## config.mk

```make
export PLATFORM = sky130hd
export DESIGN_NAME = scene_text_tokenizer_top_flat
export DESIGN_NICKNAME = d
export VERILOG_FILES = /design/src/hw/rtl/stt_pkg.sv /design/src/hw/rtl/stt_in_if.sv /design/src/hw/rtl/stt_out_if.sv /design/src/hw/rtl/stt_front.sv /design/src/hw/rtl/stt_queue.sv /design/src/hw/rtl/stt_back.sv /design/src/hw/rtl/scene_text_tokenizer_top.sv /design/src/flat_wrapper.sv
export VERILOG_INCLUDE_DIRS = /design/src /design/src/hw/rtl
export SDC_FILE = /design/constraint.sdc
export NUM_CORES = 1
export LEC_CHECK = 0
export ABC_AREA = 1
export BUFFER_PORTS_ARGS = -buffer_cell sky130_fd_sc_hd__buf_2
export CORE_ASPECT_RATIO = 0.9
export CORE_MARGIN = 2
export CORE_UTILIZATION = 25
export DETAILED_ROUTE_END_ITERATION = 10
export SYNTH_ARGS = -nofsm -noshare
export SYNTH_HDL_FRONTEND = slang
export SYNTH_SLANG_ARGS = --single-unit
export TNS_END_PERCENT = 100
```

## constraint.sdc

```tcl
create_clock -name clk -period 5 [get_ports clk]
set_input_delay 0.25 -clock clk [delete_from_list [all_inputs] [get_ports clk]]
set_output_delay 0.25 -clock clk [all_outputs]
set_load 0.01 [all_outputs]
```

## src/hw/rtl/scene_text_tokenizer_top_defines.svh

```systemverilog
// Assertion macros for the scene text tokenizer.
// Included by the top level; no other dependencies.
`ifndef SCENE_TEXT_TOKENIZER_TOP_DEFINES_SVH
`define SCENE_TEXT_TOKENIZER_TOP_DEFINES_SVH

// Same-cycle implication, disabled during reset.
`define STT_ASSERT_NOW(lbl, clk, rst_n, ante, cons, msg) \
    lbl: assert property (@(posedge clk) disable iff (!rst_n) (ante) |-> (cons)) \
        else $error(msg);

// Next-cycle implication, disabled during reset.
`define STT_ASSERT_NEXT(lbl, clk, rst_n, ante, cons, msg) \
    lbl: assert property (@(posedge clk) disable iff (!rst_n) (ante) |=> (cons)) \
        else $error(msg);

`endif

```

## src/hw/rtl/stt_pkg.sv

```systemverilog
// Package for the scene text tokenizer: constants, mode codes, beat structs.
// No dependencies.
`timescale 1ns / 1ps

package stt_pkg;

    localparam int LINE_BITS  = 16;
    localparam int LINE_OUT_W = 16;
    localparam int QDEPTH     = 4;
    localparam int QADDR_W    = $clog2(QDEPTH);
    localparam int QCNT_W     = $clog2(QDEPTH + 1);

    localparam int MODE_W = 3;
    localparam logic [MODE_W-1:0] MODE_SKIP    = 3'd0;
    localparam logic [MODE_W-1:0] MODE_WORD    = 3'd1;
    localparam logic [MODE_W-1:0] MODE_QSTART  = 3'd2;
    localparam logic [MODE_W-1:0] MODE_QUOTE   = 3'd3;
    localparam logic [MODE_W-1:0] MODE_SLASH   = 3'd4;
    localparam logic [MODE_W-1:0] MODE_COMMENT = 3'd5;
    localparam logic [MODE_W-1:0] MODE_CSTAR   = 3'd6;

    localparam logic [7:0] CH_QUOTE = 8'h22;
    localparam logic [7:0] CH_SLASH = 8'h2F;
    localparam logic [7:0] CH_STAR  = 8'h2A;
    localparam logic [7:0] CH_LF    = 8'h0A;
    localparam logic [7:0] CH_CR    = 8'h0D;

    typedef struct packed {
        logic       has_char;
        logic [7:0] token_char;
        logic       token_first;
        logic       token_end;
        logic       eof_token;
    } tok_t;

    typedef struct packed {
        logic                  two;
        tok_t                  tok_a;
        tok_t                  tok_b;
        logic [LINE_OUT_W-1:0] line_number;
    } step_t;

    function automatic tok_t mk_tok(input logic has, input logic [7:0] ch,
                                    input logic first, input logic fin,
                                    input logic eof);
        tok_t t;
        t.has_char    = has;
        t.token_char  = has ? ch : 8'h00;
        t.token_first = first;
        t.token_end   = fin;
        t.eof_token   = eof;
        return t;
    endfunction

endpackage

```

## src/hw/rtl/stt_in_if.sv

```systemverilog
// Input channel interface: text byte and end-of-input mark with valid/ready.
// No dependencies.
`timescale 1ns / 1ps

interface stt_in_if;
    logic       valid;
    logic       ready;
    logic [7:0] text_byte;
    logic       end_mark;

    modport source (output valid, output text_byte, output end_mark, input ready);
    modport sink   (input valid, input text_byte, input end_mark, output ready);
endinterface

```

## src/hw/rtl/stt_out_if.sv

```systemverilog
// Output channel interface: token beats with valid/ready.
// No dependencies.
`timescale 1ns / 1ps

interface stt_out_if;
    logic        valid;
    logic        ready;
    logic        has_char;
    logic [7:0]  token_char;
    logic        token_first;
    logic        token_end;
    logic        eof_token;
    logic [15:0] line_number;
    logic        last_of_run;

    modport source (output valid, output has_char, output token_char,
                    output token_first, output token_end, output eof_token,
                    output line_number, output last_of_run, input ready);
    modport sink   (input valid, input has_char, input token_char,
                    input token_first, input token_end, input eof_token,
                    input line_number, input last_of_run, output ready);
endinterface

```

## src/hw/rtl/stt_front.sv

```systemverilog
// Front end: accepts text beats, tracks scan mode and line count, classifies
// each byte into zero, one or two token beats. Depends on stt_pkg, stt_in_if.
`timescale 1ns / 1ps

module stt_front (
    input  logic          clk,
    input  logic          rst_n,
    stt_in_if.sink        in_ch,
    input  logic          q_full,
    output logic          push,
    output stt_pkg::step_t step
);
    import stt_pkg::*;

    logic [MODE_W-1:0]               mode_reg;
    logic [MODE_W-1:0]               mode_next;
    logic [LINE_BITS-1:0]            line_count_reg;
    logic [LINE_BITS-1:0]            line_count_next;
    logic [LINE_BITS+LINE_OUT_W-1:0] line_ext;
    logic                            accept;
    logic                            is_ws;
    logic                            is_nl;
    logic                            inc;
    logic                            emit;
    logic [MODE_W-1:0]               mode;
    logic [7:0]                      c;
    logic                            step_two;
    tok_t                            tok_a;
    tok_t                            tok_b;

    assign in_ch.ready = !q_full;
    assign accept      = in_ch.valid && !q_full;
    assign c           = in_ch.text_byte;
    assign is_ws       = c inside {8'h20, [8'h09:8'h0D]};
    assign is_nl       = (c == CH_LF) || (c == CH_CR);
    assign mode        = (mode_reg > MODE_CSTAR) ? MODE_SKIP : mode_reg;

    always_comb
    begin
        mode_next = mode;
        inc       = 1'b0;
        emit      = 1'b0;
        step_two  = 1'b0;
        tok_a     = mk_tok(1'b0, 8'h00, 1'b0, 1'b0, 1'b0);
        tok_b     = mk_tok(1'b0, 8'h00, 1'b0, 1'b0, 1'b0);
        if (in_ch.end_mark)
        begin
            emit      = 1'b1;
            tok_a     = mk_tok(1'b0, 8'h00,
                               !((mode == MODE_WORD) || (mode == MODE_QUOTE)), 1'b1, 1'b1);
            mode_next = MODE_SKIP;
        end
        else
        begin
            case (mode)
                MODE_WORD:
                begin
                    emit = 1'b1;
                    if (is_ws)
                    begin
                        inc       = is_nl;
                        tok_a     = mk_tok(1'b0, 8'h00, 1'b0, 1'b1, 1'b0);
                        mode_next = MODE_SKIP;
                    end
                    else
                    begin
                        tok_a = mk_tok(1'b1, c, 1'b0, 1'b0, 1'b0);
                    end
                end
                MODE_QSTART:
                begin
                    emit = 1'b1;
                    if (c == CH_QUOTE)
                    begin
                        tok_a     = mk_tok(1'b0, 8'h00, 1'b1, 1'b1, 1'b0);
                        mode_next = MODE_SKIP;
                    end
                    else
                    begin
                        tok_a     = mk_tok(1'b1, c, 1'b1, 1'b0, 1'b0);
                        mode_next = MODE_QUOTE;
                    end
                end
                MODE_QUOTE:
                begin
                    emit = 1'b1;
                    if (c == CH_QUOTE)
                    begin
                        tok_a     = mk_tok(1'b0, 8'h00, 1'b0, 1'b1, 1'b0);
                        mode_next = MODE_SKIP;
                    end
                    else
                    begin
                        tok_a = mk_tok(1'b1, c, 1'b0, 1'b0, 1'b0);
                    end
                end
                MODE_SLASH:
                begin
                    if (c == CH_STAR)
                    begin
                        mode_next = MODE_COMMENT;
                    end
                    else
                    begin
                        emit     = 1'b1;
                        step_two = 1'b1;
                        tok_a    = mk_tok(1'b1, CH_SLASH, 1'b1, 1'b0, 1'b0);
                        if (is_ws)
                        begin
                            inc       = is_nl;
                            tok_b     = mk_tok(1'b0, 8'h00, 1'b0, 1'b1, 1'b0);
                            mode_next = MODE_SKIP;
                        end
                        else
                        begin
                            tok_b     = mk_tok(1'b1, c, 1'b0, 1'b0, 1'b0);
                            mode_next = MODE_WORD;
                        end
                    end
                end
                MODE_COMMENT:
                begin
                    inc = is_nl;
                    if (c == CH_STAR)
                    begin
                        mode_next = MODE_CSTAR;
                    end
                end
                MODE_CSTAR:
                begin
                    inc = is_nl;
                    if (c == CH_SLASH)
                    begin
                        mode_next = MODE_SKIP;
                    end
                    else if (c != CH_STAR)
                    begin
                        mode_next = MODE_COMMENT;
                    end
                end
                default:
                begin
                    if (is_ws)
                    begin
                        inc = is_nl;
                    end
                    else if (c == CH_QUOTE)
                    begin
                        mode_next = MODE_QSTART;
                    end
                    else if (c == CH_SLASH)
                    begin
                        mode_next = MODE_SLASH;
                    end
                    else
                    begin
                        emit      = 1'b1;
                        tok_a     = mk_tok(1'b1, c, 1'b1, 1'b0, 1'b0);
                        mode_next = MODE_WORD;
                    end
                end
            endcase
        end
    end

    assign line_count_next = (inc && (line_count_reg != {LINE_BITS{1'b1}}))
                             ? line_count_reg + 1'b1 : line_count_reg;
    assign line_ext        = {{LINE_OUT_W{1'b0}}, line_count_next};
    assign step            = '{two:         step_two,
                               tok_a:       tok_a,
                               tok_b:       tok_b,
                               line_number: line_ext[LINE_OUT_W-1:0]};
    assign push            = accept && emit;

    always_ff @(posedge clk or negedge rst_n)
    begin
        if (!rst_n)
        begin
            mode_reg       <= MODE_SKIP;
            line_count_reg <= '0;
        end
        else if (accept)
        begin
            mode_reg       <= mode_next;
            line_count_reg <= line_count_next;
        end
    end

endmodule

```

## src/hw/rtl/stt_queue.sv

```systemverilog
// Short queue of classified steps between front and back ends.
// Depends on stt_pkg.
`timescale 1ns / 1ps

module stt_queue (
    input  logic                   clk,
    input  logic                   rst_n,
    input  logic                   push,
    input  stt_pkg::step_t         push_data,
    input  logic                   pop,
    output stt_pkg::step_t         head,
    output logic                   head_valid,
    output logic                   full,
    output logic [stt_pkg::QCNT_W-1:0] count
);
    import stt_pkg::*;

    step_t              entry_reg [QDEPTH];
    logic [QADDR_W-1:0] wr_ptr_reg;
    logic [QADDR_W-1:0] rd_ptr_reg;
    logic [QCNT_W-1:0]  count_reg;
    logic               do_push;
    logic               do_pop;

    assign head       = entry_reg[rd_ptr_reg];
    assign head_valid = (count_reg != '0);
    assign full       = (count_reg == QCNT_W'(QDEPTH));
    assign count      = count_reg;
    assign do_push    = push && !full;
    assign do_pop     = pop && head_valid;

    always_ff @(posedge clk)
    begin
        if (do_push)
        begin
            entry_reg[wr_ptr_reg] <= push_data;
        end
    end

    always_ff @(posedge clk or negedge rst_n)
    begin
        if (!rst_n)
        begin
            wr_ptr_reg <= '0;
            rd_ptr_reg <= '0;
            count_reg  <= '0;
        end
        else
        begin
            if (do_push)
            begin
                wr_ptr_reg <= (wr_ptr_reg == QADDR_W'(QDEPTH - 1)) ? '0 : wr_ptr_reg + 1'b1;
            end
            if (do_pop)
            begin
                rd_ptr_reg <= (rd_ptr_reg == QADDR_W'(QDEPTH - 1)) ? '0 : rd_ptr_reg + 1'b1;
            end
            if (do_push && !do_pop)
            begin
                count_reg <= count_reg + 1'b1;
            end
            else if (do_pop && !do_push)
            begin
                count_reg <= count_reg - 1'b1;
            end
        end
    end

endmodule

```

## src/hw/rtl/stt_back.sv

```systemverilog
// Back end: unrolls each queued step into one or two token beats through an
// output register. Depends on stt_pkg, stt_out_if.
`timescale 1ns / 1ps

module stt_back (
    input  logic           clk,
    input  logic           rst_n,
    input  logic           head_valid,
    input  stt_pkg::step_t head,
    output logic           pop,
    stt_out_if.source      out_ch
);
    import stt_pkg::*;

    logic                  sel_reg;
    logic                  out_valid_reg;
    tok_t                  tok_reg;
    logic [LINE_OUT_W-1:0] line_reg;
    logic                  last_reg;
    logic                  load;
    logic                  last;
    tok_t                  tok_sel;

    assign load    = !out_valid_reg || out_ch.ready;
    assign last    = !head.two || sel_reg;
    assign tok_sel = sel_reg ? head.tok_b : head.tok_a;
    assign pop     = load && head_valid && last;

    always_ff @(posedge clk or negedge rst_n)
    begin
        if (!rst_n)
        begin
            sel_reg       <= 1'b0;
            out_valid_reg <= 1'b0;
        end
        else if (load)
        begin
            out_valid_reg <= head_valid;
            if (head_valid)
            begin
                sel_reg <= !last;
            end
        end
    end

    always_ff @(posedge clk)
    begin
        if (load && head_valid)
        begin
            tok_reg  <= tok_sel;
            line_reg <= head.line_number;
            last_reg <= last;
        end
    end

    assign out_ch.valid       = out_valid_reg;
    assign out_ch.has_char    = tok_reg.has_char;
    assign out_ch.token_char  = tok_reg.token_char;
    assign out_ch.token_first = tok_reg.token_first;
    assign out_ch.token_end   = tok_reg.token_end;
    assign out_ch.eof_token   = tok_reg.eof_token;
    assign out_ch.line_number = line_reg;
    assign out_ch.last_of_run = last_reg;

endmodule

```

## src/hw/rtl/scene_text_tokenizer_top.sv

```systemverilog
// Scene text tokenizer: splits a byte stream into word and string tokens,
// skipping whitespace and block comments and counting lines.
// Usage:
//   in_ch  carries one text byte per beat, or an end-of-input mark (end_mark).
//   out_ch carries token beats: a character, a start mark, an end mark or an
//          end-of-file token, with the line count and a last-of-run flag.
//   Each input byte yields zero, one or two output beats; whitespace between
//   tokens and comment bytes yield none.
// Path: a byte that yields a beat is written into a queue entry, then moves
//   into the output register, from which it shows on out_ch.
// Throughput: one input byte per cycle while the queue is not full; one output
//   beat per cycle while out_ch is ready, so two beats of one byte go out in turn.
// Stall: a four-entry queue decouples the ends; in_ch.ready drops only when
//   the queue is full. out_ch beats hold until taken.
// Reset: rst_n clears the scan mode to whitespace skipping, the line count
//   to zero and empties the queue and output register.
// Depends on stt_pkg, stt_in_if, stt_out_if, stt_front, stt_queue, stt_back.
`timescale 1ns / 1ps
`include "scene_text_tokenizer_top_defines.svh"

module scene_text_tokenizer_top (
    input  logic      clk,
    input  logic      rst_n,
    stt_in_if.sink    in_ch,
    stt_out_if.source out_ch
);
    import stt_pkg::*;

    step_t             step;
    step_t             head;
    logic              push;
    logic              pop;
    logic              head_valid;
    logic              q_full;
    logic [QCNT_W-1:0] q_count;

    stt_front u_front (
        .clk    (clk),
        .rst_n  (rst_n),
        .in_ch  (in_ch),
        .q_full (q_full),
        .push   (push),
        .step   (step)
    );

    stt_queue u_queue (
        .clk        (clk),
        .rst_n      (rst_n),
        .push       (push),
        .push_data  (step),
        .pop        (pop),
        .head       (head),
        .head_valid (head_valid),
        .full       (q_full),
        .count      (q_count)
    );

    stt_back u_back (
        .clk        (clk),
        .rst_n      (rst_n),
        .head_valid (head_valid),
        .head       (head),
        .pop        (pop),
        .out_ch     (out_ch)
    );

    `STT_ASSERT_NOW(a_no_push_when_full, clk, rst_n, push, !q_full, "push into full queue")
    `STT_ASSERT_NOW(a_eof_ends_token, clk, rst_n, out_ch.valid && out_ch.eof_token, out_ch.token_end, "eof beat without token end")
    `STT_ASSERT_NOW(a_char_not_end, clk, rst_n, out_ch.valid && out_ch.has_char, !out_ch.token_end, "character beat marked as token end")
    `STT_ASSERT_NEXT(a_end_mark_queued, clk, rst_n, in_ch.valid && in_ch.ready && in_ch.end_mark, (q_count != '0) || out_ch.valid, "end mark produced no pending beat")

endmodule
```

## src/flat_wrapper.sv

```systemverilog
// flat-port wrapper written by rule: the top's interface ports become plain ports
module scene_text_tokenizer_top_flat import stt_pkg::*;
  (clk, rst_n, in_ch_valid, in_ch_text_byte, in_ch_end_mark, in_ch_ready, out_ch_valid, out_ch_has_char, out_ch_token_char, out_ch_token_first, out_ch_token_end, out_ch_eof_token, out_ch_line_number, out_ch_last_of_run, out_ch_ready);
  stt_in_if in_ch_i ();
  stt_out_if out_ch_i ();
  input  logic clk;
  input  logic rst_n;
  input wire logic [$bits(in_ch_i.valid)-1:0] in_ch_valid;
  input wire logic [$bits(in_ch_i.text_byte)-1:0] in_ch_text_byte;
  input wire logic [$bits(in_ch_i.end_mark)-1:0] in_ch_end_mark;
  output wire logic [$bits(in_ch_i.ready)-1:0] in_ch_ready;
  output wire logic [$bits(out_ch_i.valid)-1:0] out_ch_valid;
  output wire logic [$bits(out_ch_i.has_char)-1:0] out_ch_has_char;
  output wire logic [$bits(out_ch_i.token_char)-1:0] out_ch_token_char;
  output wire logic [$bits(out_ch_i.token_first)-1:0] out_ch_token_first;
  output wire logic [$bits(out_ch_i.token_end)-1:0] out_ch_token_end;
  output wire logic [$bits(out_ch_i.eof_token)-1:0] out_ch_eof_token;
  output wire logic [$bits(out_ch_i.line_number)-1:0] out_ch_line_number;
  output wire logic [$bits(out_ch_i.last_of_run)-1:0] out_ch_last_of_run;
  input wire logic [$bits(out_ch_i.ready)-1:0] out_ch_ready;
  assign in_ch_i.valid = in_ch_valid;
  assign in_ch_i.text_byte = in_ch_text_byte;
  assign in_ch_i.end_mark = in_ch_end_mark;
  assign in_ch_ready = in_ch_i.ready;
  assign out_ch_valid = out_ch_i.valid;
  assign out_ch_has_char = out_ch_i.has_char;
  assign out_ch_token_char = out_ch_i.token_char;
  assign out_ch_token_first = out_ch_i.token_first;
  assign out_ch_token_end = out_ch_i.token_end;
  assign out_ch_eof_token = out_ch_i.eof_token;
  assign out_ch_line_number = out_ch_i.line_number;
  assign out_ch_last_of_run = out_ch_i.last_of_run;
  assign out_ch_i.ready = out_ch_ready;
  scene_text_tokenizer_top u_core (.clk(clk), .rst_n(rst_n), .in_ch(in_ch_i), .out_ch(out_ch_i));
endmodule
```

==> results of run 1 <==
[cell families after synthesis]
| group | share of synthesized area |
|---|---|
| AO/OA/AOI/OAI | 0.0958 |
| XOR/XNOR | 0.0114 |
| adder cells (fa/ha/maj) | 0.0117 |
| buffers and inverters | 0.0361 |
| flip-flops | 0.679 |
| AND/OR/NAND/NOR | 0.166 |
[cells in the mapped netlist]
library cell and count:
fa_1 1, buf_2 5, inv_2 3, xor2_1 4
nor3_2 1, xnor2_1 8, nand2_2 11, buf_6 1
and2_1 2, buf_4 1, a31oi_4 1, ha_1 7
a21oi_1 20, o211ai_1 2, o31ai_1 1, edfxtp_1 185
nand3_4 1, nand2_1 137, clkbuf_1 32, o21ai_0 94
a211oi_1 2, nand3_1 18, nor2_4 1, o21a_1 1
nand4_1 17, a31oi_1 11, nor2_2 2, and3_1 1
inv_1 42, or2_2 2, o22ai_1 27, dfrtp_1 28
nor3_1 9, nor2_1 165, a22oi_1 1
[worst max-delay path, delay by kind of cell (launching register included)]
| kind | cells | cell delay [ps] |
|---|---|---|
| buf+inv | 3 | 1140 |
| flops | 1 | 410 |
| simple gates | 4 | 1730 |
[layer usage]
layer  vias to the layer above  global-route usage  part of all wire
met5                         -                   0           0.00061
met3                        24              0.0228             0.063
met1                      2970               0.160              0.48
met4                         2              0.0231             0.014
li1                       3024                   -                 -
met2                       185               0.172              0.45
[worst min-delay path by stage]
stage                              start                           endpoint  depth (start not counted)
after global placement             rst_n              u_core.u_back.sel_reg                          1
after detailed placement           rst_n  u_core.u_front.line_count_reg[14]                          1
after CTS                 in_ch_end_mark    u_core.u_queue.entry_reg[1][28]                          1
after floorplan                    rst_n         u_core.u_back.out_ch.valid                          0
after global routing      in_ch_end_mark    u_core.u_queue.entry_reg[1][28]                          1
final                     in_ch_end_mark    u_core.u_queue.entry_reg[3][28]                          1
[stage by stage]
step | hold WS (ps) | cell area (µm²) | setup WS [ps] | std cells | total power [W]
floorplan | -45.6 | 9210 | 1390 | 844 | 0.00395
detailed placement | 343 | 9970 | 1400 | 1333 | 0.00462
finish | 180 | 10700 | 1380 | 1373 | 0.00622
global route | 157 | 10700 | 1030 | 1373 | 0.00662
CTS | 152 | 10700 | 1370 | 1372 | 0.00629
global placement | 342 | 9970 | 1530 | 1333 | 0.00459
[report_power, final]
group	internal [W]	switching [W]
clock network	0.00100	0.000651
registers	0.00253	0.000181
logic	0.000552	0.00130
[repair_timing]
item | CTS | global route
setup buffers | 0 | 0
hold endpoints to repair | 28 | 0
hold buffers | 1 | 0
[area by class of cell]
class	instances	area (µm²)	area share
Timing Repair Buffer	53	293	0.0273
Multi-Input combinational cell	547	2670	0.249
Antenna cell	1	2.50	0.000234
Clock inverter	11	128	0.0119
Tap cell	476	596	0.0556
Inverter	45	169	0.0158
Sequential cell	213	6260	0.584
Clock buffer	27	601	0.0561
==> metrics.md, run 1 <==
| Metric | Value |
|---|---|
| Status | completed |
| Max reg flops | 156 |
| #FFs+latches synth | between 200 and 250 |
| Post-Syn Instances | approximately 840 |
| Critical path data arrival time | approximately 3800 ps |
| Total GRT Usage | 0.111 |
| Initial Utilization | 0.254 |
| Bufs on Longest Clock Path | 3 |
| Worst setup path end | u_core.u_queue.entry_reg[0][23] |
| Final ANT Viol Nets | 0 |
| Global-route wire length before repair | between 30,000 and 40,000 µm |
| Worst EP required | approximately 5200 ps |
| Critical-path cell list | inv_1 -> nand3_1 -> nand2_1 -> inv_1 -> nand2_1 -> nor2_4 -> buf_4 |
| Dominant cell type by area after synthesis | edfxtp_1 |
| Clock sinks | between 200 and 250 |
| Crit share post-route | 0.723 |
| Launch point of the worst path | u_core.u_queue.count[0] |
| CP startpoint kind | flip-flop |
| CTS root buf | clkbuf_16 |
| WL/cell | 15.5 µm |
| Number of top-level pins | 44 |
| Vias in the first global route | between 5,000 and 6,000 |
| Pwr/cell area | between 500 and 600 nW/µm² |
| Hold Crit Class | input pin to flip-flop |
| Total Wirelength | about 21,000 µm |
| Worst Setup End Kind | flip-flop |
| Num CTS Buffers | 23 |
| Syn_nets | ~870 |
| Reg clk slew, reported paths | approximately 60 ps |
| Final layout net count | 904 |
| DRC | 0 |
| PortBufs | between 40 and 50 |
| Worst skew pair latency | 500 ps |
| Worst-Margin Slew | roughly 830 ps |
| Core Area | 36,300 µm² |
| Tmin final | ~3600 ps |
| Yosys top cell area share | 0.603 |
| Slowest stage delay, CP | roughly 770 ps |
| Commonest cells after routing, fill and taps aside | 185 x edfxtp_1, 161 x nor2_1, 137 x nand2_1, 94 x o21ai_0, 43 x buf_2 |
| Initial antenna violation count | 3 |
| Seq/Total Area, Yosys | 0.679 |
| CTS tree | done |
| Row cnt | 66 |
| Maximum vdd drop | 199 µV |
| Total gr overflow | 0 |
| Reg2reg start | u_core.u_queue.count[0] |
| Largest net degree at the start of global routing | slightly above 60 |
| Yosys Warn Count | 0 |
| Final setup vio count | 0 |
| Avg Cell Area, Syn | around 11 µm² |
| Leak | 3.94 nW |
| Synth top area cells | edfxtp_1 60%, dfrtp_1 7.6%, nor2_1 6.7% |
| Fraction of layout cells with a size suffix above 1 | 0.127 |
| RD Place Congestion | ~0.84 |
| Post-synthesis cell area | ~9200 µm² |
| Distinct cells, synth | 35 |
| Die Wd | ~210 µm |
| CP Class | flip-flop to flip-flop |
| Final core occ | 0.295 |
| Drt first pass iters | 4 |
| Die Y | roughly 190 µm |
| H-tree depth | 1 |
| Max-slew violations | 0 |
| R2R cell count | 7 |
| FMAX | approximately 0.28 GHz |
| Post-cts sizing count | 0 |
| RSZ-0062 raised after global routing | false |
| DRT iter0 DRCs | just over 500 |
| Worst R2R End | u_core.u_queue.entry_reg[0][23] |
| Crit path max fanout | 24 |
| Most common cell after layout, fill and taps aside | edfxtp_1 |
| Slew HR | 0.447 |
| Reg2reg setup slack | between 1000 and 1500 ps |
| Setup TNS | 0 ps |
| Vias per cell | 4.52 |
| Layout Skew | ~11 ps |
| Final-report hold violation count | 0 |
| Filler cell count | between 3,000 and 4,000 |
| DP HPWL | between 10,000 and 15,000 µm |
| Slowest CP cell | nor2_4 |
| Layout Area Growth over Synthesis | 16.3% |
| Via Count | 6,205 |
| Max-cap violations | 0 |
| Die area | 38,400 µm² |
Note: power is estimated with default switching activity, not from simulation.
==> inputs of run 2 (changes only) <==
==> constraint.sdc (replaced) <==
create_clock -name clk -period 3.7 [get_ports clk]
set_input_delay 0.185 -clock clk [delete_from_list [all_inputs] [get_ports clk]]
set_output_delay 0.185 -clock clk [all_outputs]
set_load 0.01 [all_outputs]
==> metrics.md, run 2 (synthesis gave the netlist of run 1 again) <==
| Metric | Value |
|---|---|
| Die area | approximately 38,000 µm² |
| Drt first pass iters | 7 |
| Final core occ | 0.299 |
| Maximum vdd drop | about 280 µV |
| Max-slew violations | 0 |
| Status | completed |
| Num CTS Buffers | 23 |
| Setup TNS | 0 ps |
| Worst Setup End Kind | flip-flop |
| Final layout net count | around 900 |
| Number of top-level pins | 44 |
| FMAX | 0.363 GHz |
| Die Wd | a little over 200 µm |
| Worst-Margin Slew | approximately 720 ps |
| Tmin final | around 2800 ps |
| Met2 WL post-DR | 9470 µm |
| Largest net degree at the start of global routing | 74 |
| Max reg flops | 156 |
| Core Area | between 30,000 and 40,000 µm² |
| DRC | 0 |
| Final-report hold violation count | 0 |
| Clock sinks | about 210 |
| Total Wirelength | roughly 21,000 µm |
| CP startpoint kind | flip-flop |
| Bufs on Longest Clock Path | 3 |
| RSZ-0062 raised after global routing | false |
| Storage element area | 6260 µm² |
| Crit path max fanout | 8 |
| Initial antenna violation count | 2 |
| DP HPWL | around 13,000 µm |
| Worst EP required | roughly 4100 ps |
| Commonest cells after routing, fill and taps aside | 185 x edfxtp_1, 161 x nor2_1, 137 x nand2_1, 94 x o21ai_0, 43 x buf_2 |
| Die Y | 186 µm |
| RD Place Congestion | 0.791 |
| Cell Count, Final, Fillers Out | 1,382 |
| Total gr overflow | 0 |
| Critical path data arrival time | roughly 3100 ps |
| Layout Skew | between 10 and 15 ps |
| Vias per cell | between 4 and 5 |
| WL/cell | about 15 µm |
| PortBufs | 43 |
| Row cnt | 66 |
| Max-cap violations | 0 |
| Max layer used | met4 |
| CP Class | flip-flop to flip-flop |
| DRT iter0 DRCs | 472 |
| H-tree depth | 1 |
| CTS root buf | clkbuf_16 |
| M1 wire length | 10,100 µm |
| Filler cell count | between 3,000 and 4,000 |
| Met3 routed WL | about 1200 µm |
| Pwr/cell area | around 800 nW/µm² |
| Most common cell after layout, fill and taps aside | edfxtp_1 |
| Vias in the first global route | 5,987 |
| Initial Utilization | 0.254 |
| Hold Crit Class | input pin to flip-flop |
| Fraction of layout cells with a size suffix above 1 | 0.136 |
| CTS tree | done |
| Slew HR | 0.512 |
| Final ANT Viol Nets | 0 |
| Reg clk slew, reported paths | 60 ps |
| Global-route wire length before repair | 33,800 µm |
| Leak | ~4.0 nW |
| Worst skew pair latency | 510 ps |
| Crit share post-route | 0.744 |
| Multi-input logic area | 2670 µm² |
| Final setup vio count | 0 |
| Layout Area Growth over Synthesis | 17.7% |
| Cell total after placement | approximately 1,300 |
| Total GRT Usage | 0.112 |
| Via Count | slightly above 6,000 |
## run 2: worst max-delay path, stage by stage (launching register included)
cell and delay [ps]:
dfrtp_1 420, inv_1 130, nand3_1 260, nor2_4 290, a211oi_1 70, nand2_1 110
nand2_1 60, buf_4 180, inv_1 70, ha_1 130, inv_1 70, fa_1 440
a21oi_1 150, o21ai_0 110, xor2_1 150
## run 2: final cells by class
cell class                 instances  share of cell area
tap                              476              0.0549
multi-input combinational        547               0.246
antenna                            1            0.000231
sequential                       213               0.577
timing repair buffer              59              0.0358
clock inverter                    14              0.0140
inverter                          45              0.0156
clock buffer                      27              0.0563
## run 2: final timing paths
kind | start | endpoint | slack (ps) | cells past startpoint
max | u_core.u_front.mode_reg[0] | u_core.u_queue.count[2] | 950 | 14
min | in_ch_end_mark | u_core.u_queue.entry_reg[1][28] | 80 | 1
max reg2reg | u_core.u_front.mode_reg[0] | u_core.u_queue.count[2] | 950 | 14
min reg2reg | u_core.u_queue.wr_ptr_reg[1] | u_core.u_queue.wr_ptr_reg[1] | 540 | 2
max in group asynchronous | rst_n | u_core.u_queue.rd_ptr_reg[0] | 2920 | 2
min in group asynchronous | rst_n | u_core.u_front.line_count_reg[6] | 300 | 2
## run 2: report_power, final
part	switching (W)	internal, W
sequential	0.000247	0.00342
combinational	0.00177	0.000806
clock	0.000921	0.00139
## run 2: what timing repair did
item | CTS | global route
hold buffers | 1 | 0
buffers inserted | 0 | 0
setup endpoints to repair | 0 | 0
hold endpoints to repair | 28 | 0
gates resized for setup | 0 | 0
## run 2: layer usage
layer	vias up	GRT usage
met5	-	0
met4	0	0.0283
met3	23	0.0221
met2	141	0.178
met1	3000	0.156
li1	3034	-
## run 2: metrics by stage
step	setup slack (ps)	area (µm²)	hold slack, ps	power [W]
after floorplan	87.7	9210	-111	0.00534
after global placement	843	10100	267	0.00630
after detailed placement	845	10100	272	0.00634
after CTS	958	10800	68.1	0.00866
after global routing	810	10800	79.8	0.00910
final	948	10800	84.5	0.00855
==> inputs of run 3 (changes only) <==
==> constraint.sdc (replaced) <==
create_clock -name clk -period 2.5 [get_ports clk]
set_input_delay 0.125 -clock clk [delete_from_list [all_inputs] [get_ports clk]]
set_output_delay 0.125 -clock clk [all_outputs]
set_load 0.01 [all_outputs]
==> metrics.md, run 3 (synthesis gave the netlist of run 1 again) <==
| Metric | Value |
|---|---|
| Final setup vio count | 0 |
| Initial Utilization | 0.254 |
| DP HPWL | approximately 13,000 µm |
| Hold worst-path end | u_core.u_queue.entry_reg[3][26] |
| Final ANT Viol Nets | 0 |
| Die Y | around 190 µm |
| Initial antenna violation count | 5 |
| Largest net degree at the start of global routing | 65 |
| Die area | 38,400 µm² |
| Drt first pass iters | 5 |
| DRC | 0 |
| Reg clk slew, reported paths | roughly 60 ps |
| Max reg flops | between 150 and 200 |
| Commonest cells after routing, fill and taps aside | 185 x edfxtp_1, 160 x nor2_1, 137 x nand2_1, 94 x o21ai_0, 43 x buf_2 |
| Total Wirelength | about 21,000 µm |
| Die Wd | between 200 and 250 µm |
| Crit share post-route | 0.918 |
| Reg2reg start | u_core.u_front.mode_reg[1] |
| R2R cell count | 13 |
| Row cnt | 66 |
| Total GRT Usage | 0.110 |
| Bufs on Longest Clock Path | 3 |
| Worst skew pair latency | about 500 ps |
| Pint | between 0.008 and 0.009 W |
| Cell total after placement | between 1,000 and 1,500 |
| Total gr overflow | 0 |
| Reg2reg setup slack | 210 ps |
| Max-cap violations | 0 |
| Fraction of layout cells with a size suffix above 1 | 0.148 |
| Worst-Margin Slew | 851 ps |
| WL/cell | 15.0 µm |
| Num CTS Buffers | 22 |
| Design Power | 0.0125 W |
| Critical path data arrival time | roughly 2700 ps |
| Hold Slack | around 83 ps |
| Min-delay src | in_ch_text_byte[7] |
| Worst hold stages | 3 |
| CTS root buf | clkbuf_16 |
| Core Area | 36,300 µm² |
| Worst Setup End Kind | flip-flop |
| CP Class | flip-flop to flip-flop |
| CTS tree | done |
| Clock sinks | 213 |
| Tmin final | ~2300 ps |
| FMAX | roughly 0.44 GHz |
| Clk pwr share | 0.256 |
| Maximum vdd drop | around 530 µV |
| Layout Area Growth over Synthesis | 18.5% |
| Max-slew violations | 0 |
| Crit path max fanout | 5 |
| Status | completed |
| Vias in the first global route | just under 6,000 |
| RD Place Congestion | 0.889 |
| Worst R2R End | u_core.u_queue.count[2] |
| Cell Count, Final, Fillers Out | around 1,400 |
| Most common cell after layout, fill and taps aside | edfxtp_1 |
| Via Count | around 6,300 |
| Worst EP required | roughly 2900 ps |
| Pwr/cell area | approximately 1100 nW/µm² |
| Leak | about 4 nW |
| Final layout net count | about 930 |
| Vias per cell | 4.50 |
| Psw | between 0.004 and 0.005 W |
| RSZ-0062 raised after global routing | false |
| CP startpoint kind | flip-flop |
| Number of top-level pins | 44 |
| Hold Crit Class | input pin to flip-flop |
| Sw frac | 0.343 |
| DRT iter0 DRCs | slightly below 700 |
| Layout Skew | 9.77 ps |
| Setup TNS | 0 ps |
| PortBufs | 43 |
| Final-report hold violation count | 0 |
| Global-route wire length before repair | approximately 34,000 µm |
| Setup bufs post-CTS | 0 |
| Logic gate share of total power | 0.316 |
| Filler cell count | around 3,600 |
| Register share of total power | 0.428 |
| H-tree depth | 1 |
| Slew HR | 0.432 |
-- run 3: area by class of cell --
cell class                 instances  area [µm²]  share of cell area
tap                              476         596              0.0545
antenna                            3        7.51            0.000688
inverter                          45         169              0.0155
clock inverter                    10         105             0.00963
clock buffer                      30         602              0.0551
sequential                       213        6260               0.573
multi-input combinational        547        2670               0.245
timing repair buffer              75         508              0.0465
-- run 3: how the worst max path moves through the flow --
stage | slack, ps | cells past startpoint | startpoint | endpoint
after floorplan | -210 | 7 | u_core.u_front.mode_reg[0] | u_core.u_queue.entry_reg[0][0]
after global placement | 100 | 16 | in_ch_text_byte[5] | u_core.u_queue.count[2]
after detailed placement | 110 | 14 | in_ch_text_byte[7] | u_core.u_queue.count[1]
after CTS | 150 | 13 | u_core.u_front.mode_reg[0] | u_core.u_queue.count[2]
after global routing | 50 | 13 | u_core.u_front.mode_reg[0] | u_core.u_queue.count[2]
final | 210 | 13 | u_core.u_front.mode_reg[1] | u_core.u_queue.count[2]
-- run 3: power by group through the flow --
stage	clock network (W)	registers, W	logic, W
final	0.00320	0.00534	0.00395
after global routing	0.00338	0.00543	0.00446
after CTS	0.00326	0.00535	0.00401
after detailed placement	0	0.00542	0.00401
after global placement	0	0.00541	0.00394
after floorplan	0	0.00550	0.00241
-- run 3: repair_timing --
action / 4_1_cts / 5_1_grt
setup endpoints to repair: 0 / 50
hold buffers: 1 / 0
hold endpoints to repair: 28 / 0
resized for setup: 0 / 3
-- run 3: metrics by stage --
step | setup WS [ps] | utilization | area (µm²)
6_report | 205 | 0.301 | 10900
5_1_grt | 46.7 | 0.301 | 10900
4_1_cts | 146 | 0.301 | 10900
3_5_place_dp | 109 | 0.281 | 10200
3_3_place_gp | 102 | 0.281 | 10200
2_1_floorplan | -212 | - | 9240
-- run 3: metal layers --
layer / global-route usage / up-vias / share of wire / wire, µm
li1: - / 3066 / - / -
met1: 0.155 / 3031 / 0.47 / 9810
met2: 0.173 / 166 / 0.45 / 9530
met3: 0.0229 / 30 / 0.063 / 1330
met4: 0.0274 / 4 / 0.016 / 329
met5: 0 / - / 0.0016 / 33
-- run 3: critical path, stage by stage, from the launching register on --
cell and delay, ps:
dfrtp_1 440, inv_2 110, nand3_2 100, nor2_4 120, a211oi_1 60, nand2_1 100
nand2_1 120, inv_1 80, ha_1 140, inv_1 70, fa_1 430, a21oi_1 140
o21ai_0 110, xor2_1 150
